<file path="src/rtl/dptu_pkg.sv">
package dptu_pkg;

  localparam int DIV_PERIOD_DEF      = 64;
  localparam int MAX_TICK_CYCLES_DEF = 63;

  localparam logic [1:0] OP_TICK  = 2'd0;
  localparam logic [1:0] OP_WRITE = 2'd1;
  localparam logic [1:0] OP_READ  = 2'd2;

  localparam logic [15:0] ADDR_DIVIDER = 16'hFF04;
  localparam logic [15:0] ADDR_COUNTER = 16'hFF05;
  localparam logic [15:0] ADDR_MODULO  = 16'hFF06;
  localparam logic [15:0] ADDR_CONTROL = 16'hFF07;

  localparam int          DIV_EDGE_BIT = 4;
  localparam logic [7:0]  BYTE_ALL_ONES = 8'hFF;
  localparam logic [2:0]  OVF_DELAY     = 3'd4;
  localparam int          CTRL_ENABLE   = 2;

  typedef struct packed {
    logic [1:0]  opcode;
    logic [5:0]  cycles;
    logic [15:0] bus_address;
    logic [7:0]  write_data;
  } in_t;

  typedef struct packed {
    logic [7:0] read_data;
    logic       audio_div_pulse;
    logic       irq_request;
  } out_t;

  // counter prescaler period by control[1:0]
  function automatic logic [8:0] prescale(input logic [1:0] sel);
    logic [8:0] p;
    case (sel)
      2'd0:    p = 9'd256;
      2'd1:    p = 9'd4;
      2'd2:    p = 9'd16;
      2'd3:    p = 9'd64;
      default: p = 9'd256;
    endcase
    return p;
  endfunction

endpackage

</file>
<file path="src/rtl/divider_and_prescaled_timer_unit.sv">
// Divider and prescaled timer. Each input transfer is a tick (cycle count),
// a bus write or a bus read of the divider (FF04), counter (FF05), modulo
// (FF06) or control (FF07) register; each produces exactly one result
// transfer. Reads and writes go through S_DONE to the result register. A
// tick runs a small sequencer around one shared subtract/compare unit:
// S_DIV takes DIV_PERIOD from the divider total while it can, then, with
// the timer enabled, S_DLY works off the pending overflow delay and S_CNT
// takes one counter step per prescaler period, then S_DONE hands off the
// result. The input is stalled while an item is in progress; a finished
// result may wait in the output register while the next item runs.
module divider_and_prescaled_timer_unit import dptu_pkg::*; #(
  parameter int DIV_PERIOD      = DIV_PERIOD_DEF,
  parameter int MAX_TICK_CYCLES = MAX_TICK_CYCLES_DEF
) (
  input  logic clk,
  input  logic rst_n,
  input  logic in_valid,
  output logic in_stall,
  input  in_t  in_data,
  output logic out_valid,
  input  logic out_stall,
  output out_t out_data
);

  // work width: holds MAX_TICK_CYCLES + 255 and DIV_PERIOD
  localparam int AW  = $clog2(MAX_TICK_CYCLES + 256);
  localparam int DRW = (DIV_PERIOD > 1) ? $clog2(DIV_PERIOD) : 1;

  typedef enum logic [2:0] {
    S_IDLE,
    S_DIV,   // reduce divider total by DIV_PERIOD
    S_DLY,   // pending overflow delay
    S_CNT,   // counter steps, one per prescaler period
    S_DONE   // hand result to output register
  } state_t;

  state_t          state_r, state_nxt;
  logic [7:0]      div_r, div_nxt;
  logic [DRW-1:0]  dr_r, dr_nxt;
  logic [7:0]      cnt_r, cnt_nxt;
  logic [7:0]      cr_r, cr_nxt;
  logic [7:0]      mod_r, mod_nxt;
  logic [3:0]      ctrl_r, ctrl_nxt;
  logic [2:0]      dly_r, dly_nxt;
  logic [AW-1:0]   w_r, w_nxt;        // running total under reduction
  logic [AW-1:0]   cyc_r, cyc_nxt;    // saturated tick cycles
  logic            stepped_r, stepped_nxt;
  out_t            res_r, res_nxt;
  logic            out_valid_r, out_valid_nxt;
  out_t            out_data_r, out_data_nxt;

  logic [AW-1:0]   cyc_sat;
  logic [AW-1:0]   op_a, op_b, diff;
  logic            ge;
  logic [7:0]      div_inc;

  dptu_sub #(.W(AW)) u_sub (
    .a    (op_a),
    .b    (op_b),
    .ge   (ge),
    .diff (diff)
  );

  assign cyc_sat = (AW'(in_data.cycles) > AW'(MAX_TICK_CYCLES)) ?
                   AW'(MAX_TICK_CYCLES) : AW'(in_data.cycles);
  assign div_inc = div_r + 8'd1;

  // operand select for the shared unit
  always_comb begin
    op_a = w_r;
    op_b = AW'(DIV_PERIOD);
    case (state_r)
      S_DIV: begin
        op_a = w_r;
        op_b = AW'(DIV_PERIOD);
      end
      S_DLY: begin
        op_a = AW'(dly_r);
        op_b = w_r;
      end
      S_CNT: begin
        op_a = w_r;
        op_b = AW'(prescale(ctrl_r[1:0]));
      end
      default: begin
        op_a = w_r;
        op_b = AW'(DIV_PERIOD);
      end
    endcase
  end

  assign in_stall  = (state_r != S_IDLE);
  assign out_valid = out_valid_r;
  assign out_data  = out_data_r;

  always_comb begin
    state_nxt     = state_r;
    div_nxt       = div_r;
    dr_nxt        = dr_r;
    cnt_nxt       = cnt_r;
    cr_nxt        = cr_r;
    mod_nxt       = mod_r;
    ctrl_nxt      = ctrl_r;
    dly_nxt       = dly_r;
    w_nxt         = w_r;
    cyc_nxt       = cyc_r;
    stepped_nxt   = stepped_r;
    res_nxt       = res_r;
    out_valid_nxt = out_valid_r;
    out_data_nxt  = out_data_r;

    // output register drains on transfer
    if (out_valid_r && !out_stall) begin
      out_valid_nxt = 1'b0;
    end

    case (state_r)
      S_IDLE: begin
        if (in_valid) begin
          res_nxt   = '0;
          state_nxt = S_DONE;
          case (in_data.opcode)
            OP_TICK: begin
              cyc_nxt     = cyc_sat;
              w_nxt       = cyc_sat + AW'(dr_r);
              stepped_nxt = 1'b0;
              state_nxt   = S_DIV;
            end
            OP_WRITE: begin
              case (in_data.bus_address)
                ADDR_DIVIDER: begin
                  res_nxt.audio_div_pulse = div_r[DIV_EDGE_BIT];
                  div_nxt = '0;
                  dr_nxt  = '0;
                end
                ADDR_COUNTER: begin
                  cnt_nxt = in_data.write_data;
                  cr_nxt  = '0;
                end
                ADDR_MODULO:  mod_nxt  = in_data.write_data;
                ADDR_CONTROL: ctrl_nxt = in_data.write_data[3:0];
                default: ;
              endcase
            end
            OP_READ: begin
              case (in_data.bus_address)
                ADDR_DIVIDER: res_nxt.read_data = div_r;
                ADDR_COUNTER: res_nxt.read_data = cnt_r;
                ADDR_MODULO:  res_nxt.read_data = mod_r;
                ADDR_CONTROL: res_nxt.read_data = {4'd0, ctrl_r};
                default:      res_nxt.read_data = BYTE_ALL_ONES;
              endcase
            end
            default: ;
          endcase
        end
      end

      S_DIV: begin
        if (ge) begin
          w_nxt = diff;
          // divider steps at most once per tick
          if (!stepped_r) begin
            stepped_nxt = 1'b1;
            div_nxt     = div_inc;
            if (div_r[DIV_EDGE_BIT] && !div_inc[DIV_EDGE_BIT]) begin
              res_nxt.audio_div_pulse = 1'b1;
            end
          end
        end else begin
          dr_nxt = w_r[DRW-1:0];
          if (ctrl_r[CTRL_ENABLE]) begin
            w_nxt     = cyc_r + AW'(cr_r);
            state_nxt = S_DLY;
          end else begin
            state_nxt = S_DONE;
          end
        end
      end

      S_DLY: begin
        if (dly_r != 3'd0) begin
          if (ge && (diff != '0)) begin
            dly_nxt = diff[2:0];
          end else begin
            cnt_nxt             = mod_r;
            res_nxt.irq_request = 1'b1;
            dly_nxt             = 3'd0;
          end
        end
        state_nxt = S_CNT;
      end

      S_CNT: begin
        if (ge) begin
          w_nxt = diff;
          if (cnt_r == BYTE_ALL_ONES) begin
            cnt_nxt = mod_r;
            dly_nxt = OVF_DELAY;
          end else begin
            cnt_nxt = cnt_r + 8'd1;
          end
        end else begin
          cr_nxt    = w_r[7:0];
          state_nxt = S_DONE;
        end
      end

      S_DONE: begin
        if (!out_valid_r || !out_stall) begin
          out_data_nxt  = res_r;
          out_valid_nxt = 1'b1;
          state_nxt     = S_IDLE;
        end
      end

      default: state_nxt = S_IDLE;
    endcase
  end

  always_ff @(posedge clk) begin
    if (!rst_n) begin
      state_r     <= S_IDLE;
      div_r       <= '0;
      dr_r        <= '0;
      cnt_r       <= '0;
      cr_r        <= '0;
      mod_r       <= '0;
      ctrl_r      <= '0;
      dly_r       <= '0;
      stepped_r   <= 1'b0;
      out_valid_r <= 1'b0;
    end else begin
      state_r     <= state_nxt;
      div_r       <= div_nxt;
      dr_r        <= dr_nxt;
      cnt_r       <= cnt_nxt;
      cr_r        <= cr_nxt;
      mod_r       <= mod_nxt;
      ctrl_r      <= ctrl_nxt;
      dly_r       <= dly_nxt;
      stepped_r   <= stepped_nxt;
      out_valid_r <= out_valid_nxt;
    end
  end

  // payload registers
  always_ff @(posedge clk) begin
    w_r        <= w_nxt;
    cyc_r      <= cyc_nxt;
    res_r      <= res_nxt;
    out_data_r <= out_data_nxt;
  end

endmodule

</file>
<file path="src/rtl/dptu_sub.sv">
// shared compare/subtract unit
module dptu_sub import dptu_pkg::*; #(
  parameter int W = 9
) (
  input  logic [W-1:0] a,
  input  logic [W-1:0] b,
  output logic         ge,
  output logic [W-1:0] diff
);

  logic [W:0] full;

  assign full = {1'b0, a} - {1'b0, b};
  assign ge   = ~full[W];
  assign diff = full[W-1:0];

endmodule

</file>
<file path="config.mk">
export PLATFORM = sky130hd
export DESIGN_NAME = divider_and_prescaled_timer_unit
export DESIGN_NICKNAME = d
export VERILOG_FILES = /design/src/rtl/dptu_pkg.sv /design/src/rtl/divider_and_prescaled_timer_unit.sv /design/src/rtl/dptu_sub.sv
export SDC_FILE = /design/constraint.sdc
export NUM_CORES = 1
export LEC_CHECK = 0
export BUFFER_PORTS_ARGS = -buffer_cell sky130_fd_sc_hd__buf_2
export CAP_MARGIN = 20
export CORE_ASPECT_RATIO = 2
export CORE_MARGIN = 2
export CORE_UTILIZATION = 31
export DETAILED_ROUTE_END_ITERATION = 12
export PLACE_DENSITY_LB_ADDON = 0.25
export SETUP_SLACK_MARGIN = 0.1
export SLEW_MARGIN = 20
export SYNTH_ARGS = -nofsm -noshare
export SYNTH_HDL_FRONTEND = slang
export SYNTH_HIERARCHICAL = 1
export SYNTH_SLANG_ARGS = --single-unit
</file>
<file path="constraint.sdc">
create_clock -name clk -period 8.1 [get_ports clk]
set_clock_uncertainty 0.05 [all_clocks]
set_input_delay 0.81 -clock clk [delete_from_list [all_inputs] [get_ports clk]]
set_output_delay 0.81 -clock clk [all_outputs]
set_load 0.01 [all_outputs]
</file>
# Yosys cells after proc, flatten, opt, wreduce, memory -nomap -nowiden
# Index checks and enable logic that the tools add are counted.
totals:
  register_bits: 85
  latchBits: 0
  ramBits: 0
  mem_bits_ro: 0
  in_bits: 36
  out_inout_bits: 12
  elab_cells: 151
  n_memories: 0
classes:
  add_sub_neg: 5
  multipliers: 0
  n_div: 0
  n_lt_le_gt_ge: 0
  eq_ne: 30
  shifts: 0
  mux: 63
  n_bitwise: 1
  reduce_logical: 34
ops:
  columns: ["op", "count"]
  rows:
  - ["two-way mux 8 bit", 16]
  - ["== test 16 bit (second input constant)", 4]
  - ["two-way mux 9 bit", 6]
  - ["one-hot mux 9 bit (4 select lines)", 1]
  - ["one-hot mux 8 bit (2 select lines)", 2]
  - ["one-hot mux 8 bit (4 select lines)", 1]
  - ["two-way mux 3 bit", 10]
  - ["one-hot mux 9 bit (3 select lines)", 1]
  - ["two-way mux 6 bit", 4]
  - ["one-hot mux 8 bit (3 select lines)", 1]
  - ["AND reduction 4 bit", 6]
  - ["AND reduction 5 bit", 4]
  - ["inequality test 2 bit (second input constant)", 9]
  - ["one-hot mux 9 bit (2 select lines)", 1]
  - ["adder 8 x 1 -> 8 bit (second input constant)", 2]
  - ["one-hot mux 3 bit (5 select lines)", 1]
  - ["two-way mux 1 bit", 13]
  - ["inequality test 2 x 1 -> 1 bit (second input constant)", 6]
  - ["one-hot mux 6 bit (2 select lines)", 1]
  - ["nonzero test 3 bit", 4]
  - ["subtractor 9 x 9 -> 10 bit", 1]
  - ["adder 6 x 8 -> 9 bit", 1]
  - ["nonzero test 9 bit", 1]
  - ["== test 8 bit (second input constant)", 1]
  - ["21 further kinds", 36]

# Longest topological paths before layout
depth:
  ltp_word: 9
  depth_mapped: 22
  mapped_depth_nobuf: 18

# By module
# The synthesis kept the hierarchy.
modules_own_cells:
  columns: ["mod", "n_inst", "cells_per_inst", "area_per_inst_um2", "seq_area_each_um2"]
  rows:
  - ["divider_and_prescaled_timer_unit", 1, 519, 4750.8, 2052.0]
  - ["dptu_sub", 1, 70, 520.5, 0.0]

# Worst setup path before layout
# OpenSTA, ideal clock, no wires.
synth_timing:
  kind: "register -> register"
  start: "register state_r[1]"
  end: "register cnt_r[3]"
  setup_time_ns: 0.119
  arrival_ns: 4.009
  t_required_ns: 7.931
  setup_slack_ns: 3.922
  stages_incl_launch_ff: 23
  n_path_buf: 4
  synth_period_minus_slack_ns: 4.178
  path_cell_list: "dfxtp_1 clkbuf_1 nor2b_1 nand2b_1 clkbuf_1 inv_1 clkbuf_1 nand2_1 nand2_1 inv_1 ha_1 fa_1 nand2b_1 a21oi_2 a311o_2 nand3_1 nor4_1 nand2_1 o41ai_1 o2111a_1 buf_2 a21oi_1 o21bai_1"
synth_via:
  elab_chain_cells: 7
  elab_cells_between_ends: 18
  classes_between: "add/sub (1); eq/ne (8); mux (3); bitwise (1); reduce/logical (5)"
synth_rtl:
  columns: ["element", "line_no", "rtl"]
  rows:
  - ["start: declaration", "divider_and_prescaled_timer_unit.sv:37", "state_t state_r, state_nxt;"]
  - ["start signal: assignment", "divider_and_prescaled_timer_unit.sv:234", "state_r <= state_nxt;"]
  - ["== test 3 x 2 -> 1 bit", "divider_and_prescaled_timer_unit.sv:72", "case (state_r)"]
  - ["two-way mux 9 bit", "divider_and_prescaled_timer_unit.sv:72", null]
  - ["named net op_a[0]", "divider_and_prescaled_timer_unit.sv:53", "logic [AW-1:0] op_a, op_b, diff;"]
  - ["subtractor 9 x 9 -> 10 bit", "dptu_sub.sv:13", "assign full = {1'b0, a} - {1'b0, b};"]
  - ["named net diff[8]", "divider_and_prescaled_timer_unit.sv:53", null]
  - ["nonzero test 9 bit", "divider_and_prescaled_timer_unit.sv:183", "if (ge && (diff != '0)) begin"]
  - ["logical AND 1 bit", "divider_and_prescaled_timer_unit.sv:183", null]
  - ["inequality test 2 bit (no source line)", null, null]
  - ["AND reduction 7 bit (no source line)", null, null]
  - ["end signal: assignment", "divider_and_prescaled_timer_unit.sv:237", "cnt_r <= cnt_nxt;"]
  - ["end: declaration", "divider_and_prescaled_timer_unit.sv:40", "logic [7:0] cnt_r, cnt_nxt;"]
# The timed path passes the listed nets, and every way through them passes these cells.
# A chain may end at the register's enable or synchronous reset.

# Worst setup path after layout
layout_timing:
  start: "register state_r[1]"
  end: "register cnt_r[2]"
# Same word-level chain as after synthesis.

==> flow_summary.yaml <==
synth:
  synth_area_um2: 5271
  synth_cells: 589
  synth-async-reset-ratio: 0
  ys_warn_count: 6
  synth.top_cells.by_count: "nand2_1 (85), dfxtp_1 (50), nor2_1 (38)"
  synthFlopType: "dfxtp_1"
  yosys.area.top_type_share: 0.1994
  ys_ff_latch: 85
  ys_seq_area_frac: 0.3893
  avgSynthCellArea_um2: 8.950
  synth_edf_count: 35
  synth.area.top_cells: "edfxtp_1 (20%), dfxtp_1 (19%), nand2_1 (6.1%)"
  syn_nets: 652
  synth_most_common_cell: "nand2_1"
  yosys.cell_types.count: 79
  synth_largest_area_cell: "edfxtp_1"
power:
  p_seq_frac: 0.478
  ir_worst_vdd_v: 0.0001451
  power_leakage_nw: 2.229
  internal-power_mw: 0.7423
  swShare: 0.2925
  clkPwrFrac: 0.370
  power_density_nw_per_um2: 177.9
  power.switching_mw: 0.3069
  comb_power_share: 0.152
setup_path:
  critPathCaptureType: "flip-flop"
  reg2reg_to: "cnt_r[2]"
  worst_ep_arrival_time_ns: 5.95
  critPathLaunchType: "flip-flop"
  cp-startpoint: "state_r[1]"
  r2r_start: "state_r[1]"
  crit_path_end: "cnt_r[2]"
  rr_worst_depth: 18
  required_ns: 8.31
  regToRegSetupSlack_ns: 2.37
  cp_max_fo: 18
  critPathKind: "reg2reg"
global_route:
  grt_pass1_vias: 4640
  grt_overflow: 0
  grt_pass1_wl_um: 25230
  use_met1: 0.1721
  grt_max_degree: 44
  antenna_found_initial: 0
  use_met3: 0.02799
  top_usage_layer: "met2"
  grtUsageTotal: 0.1864
  grt_use_met2: 0.3475
placed_design:
  place_ws_ns: 2.483
  placedInstanceArea_um2: 5622
  routabilityCongestion: 0.9741
  hpwl_um: 12630
  place.port_buffers: 47
clock_tree:
  numCtsBuffers: 9
  cts.clk_slew.worst_paths_ns: 0.07
  clockBufferDepth: 2
  clk_latency_ns: 0.35
  post_cts.repair.setup_buffers: 0
  htree_levels: 3
  ctsHoldBuffers: 0
  cts.sinks: 85
  cts-root-buf: "clkbuf_16"
  cts_tree: "done"
  cts_resized: 0
sta:
  slew_headroom: 0.3682
  rsz0062_at_grt: "no"
  fin_ws_ns: 2.369
  worst_pin_slew_ns: 0.9477
  fmax_mhz: 174.5
  finalSetupViolCount: 0
  hold_viol_final: 0
  fin_crit_ns: 5.731
  setup_tns_ns: 0
  maxSlewViolCount: 0
  post-route-period-util: 0.7076
layout:
  diodes: 0
  drive_gt1_frac: 0.1477
  syn2layout_area_growth_pct: 11.89
  final_area_um2: 5898
  finalNetCount: 681
floorplan:
  die_w_um: 96.21
  fp.dieArea_um2: 18130
  io_pins: 48
  die_height_um: 188.4
  initial_core_util: 0.3160
  rows: 67
  core_area_um2: 16680
detailed_routing:
  vias: 4554
  drt-initial-drc-count: 251
  vias_per_cell: 5.487
  drt_first_pass_iters: 5
  drc_errors: 0
  drt-total-wl_um: 16030
  ant_nets: 0
  wl_per_cell_um: 19.31
worst_hold_path:
  worstHoldPathType: "reg2reg"
flow_run:
  maxCapViolations: 0
status:
  status: "complete, no violations"
==> kinds of logic after synthesis <==
logic type               count (synthesis)  synth area share
XOR/XNOR                                20           0.03323
multiplexers                            10           0.01923
AND/OR/NAND/NOR                        247            0.2454
buffers and inverters                   51           0.04439
adder cells (fa/ha/maj)                 27           0.06836
flip-flops                              85            0.3893
AO/OA/AOI/OAI                          149            0.2001
==> registers in the layout, summed over array words and instances (netlist names), 6 cells and up <==
register / flops
cnt_r: 8
cr_r: 8
cyc_r: 6
div_r: 8
dr_r: 6
mod_r: 8
out_data: 10
res_r: 10
w_r: 9
==> critical path, stage by stage, from the launching register on <==
cell	delay, ns
dfxtp_1	0.65
nor2b_1	0.76
nand2b_1	0.45
inv_1	0.35
nand2_1	0.09
nand2_1	0.06
inv_1	0.04
ha_1	0.21
fa_1	0.40
nand2b_1	0.19
a21oi_2	0.23
a311o_2	0.20
nand3_1	0.08
nor4_1	0.33
nand2_1	0.10
o41ai_1	0.49
o2111a_1	0.48
nand2_1	0.22
o22ai_1	0.26
==> cell type report <==
cell class                 instances  area (um2)
clock buffer                       9       225.2
clock inverter                     7       51.30
fill                            1681       10780
inverter                          20       75.07
multi-input combinational        453        2985
sequential                        85        2052
tap                              207       259.0
timing repair buffer              49       250.2
==> power groups by stage <==
stage	clock [mW]	combinational (mW)	sequential (mW)
global placement	0	0.156	0.510
global route	0.417	0.175	0.504
floorplan	0	0.106	0.499
finish	0.389	0.159	0.501
CTS	0.401	0.159	0.501
detailed placement	0	0.158	0.511
==> layout by cell type (no fill, tap or decap), types with 12 or more instances in the layout <==
cell and count:
a21boi_0 14, a21oi_1 32, and2_1 13, buf_2 47, dfxtp_1 50, edfxtp_1 35
ha_1 24, inv_1 20, nand2_1 85, nand2b_1 12, nand3_1 30, nor2_1 38
nor2b_1 16, o21ai_0 26, xnor2_1 12
==> worst min path at each step <==
stage	slack (ns)	cells past startpoint	from	end
4_1_cts	0.37	0	res_r[5]	out_data[5]
6_report	0.37	0	res_r[5]	out_data[5]
2_1_floorplan	0.35	0	res_r[0]	out_data[0]
3_3_place_gp	0.36	0	res_r[5]	out_data[5]
3_5_place_dp	0.36	0	res_r[9]	out_data[9]
5_1_grt	0.38	0	res_r[8]	out_data[8]
==> per-stage QoR <==
step,utilization,hold slack [ns],cells,power (mW)
after floorplan,-,0.3503,589,0.6046
final,0.3536,0.3670,830,1.049
after detailed placement,0.3370,0.3580,814,0.6691
after global routing,0.3536,0.3756,830,1.095
after global placement,0.3370,0.3596,814,0.6660
after CTS,0.3536,0.3713,830,1.061
==> per-layer routing <==
| layer | routed length, um | up-vias |
|---|---|---|
| li1 | - | 2202 |
| met1 | 5319 | 2171 |
| met2 | 8972 | 130 |
| met3 | 481 | 51 |
| met4 | 1253 | 0 |
| met5 | 0 | - |
(Power assumes the default switching activity.)
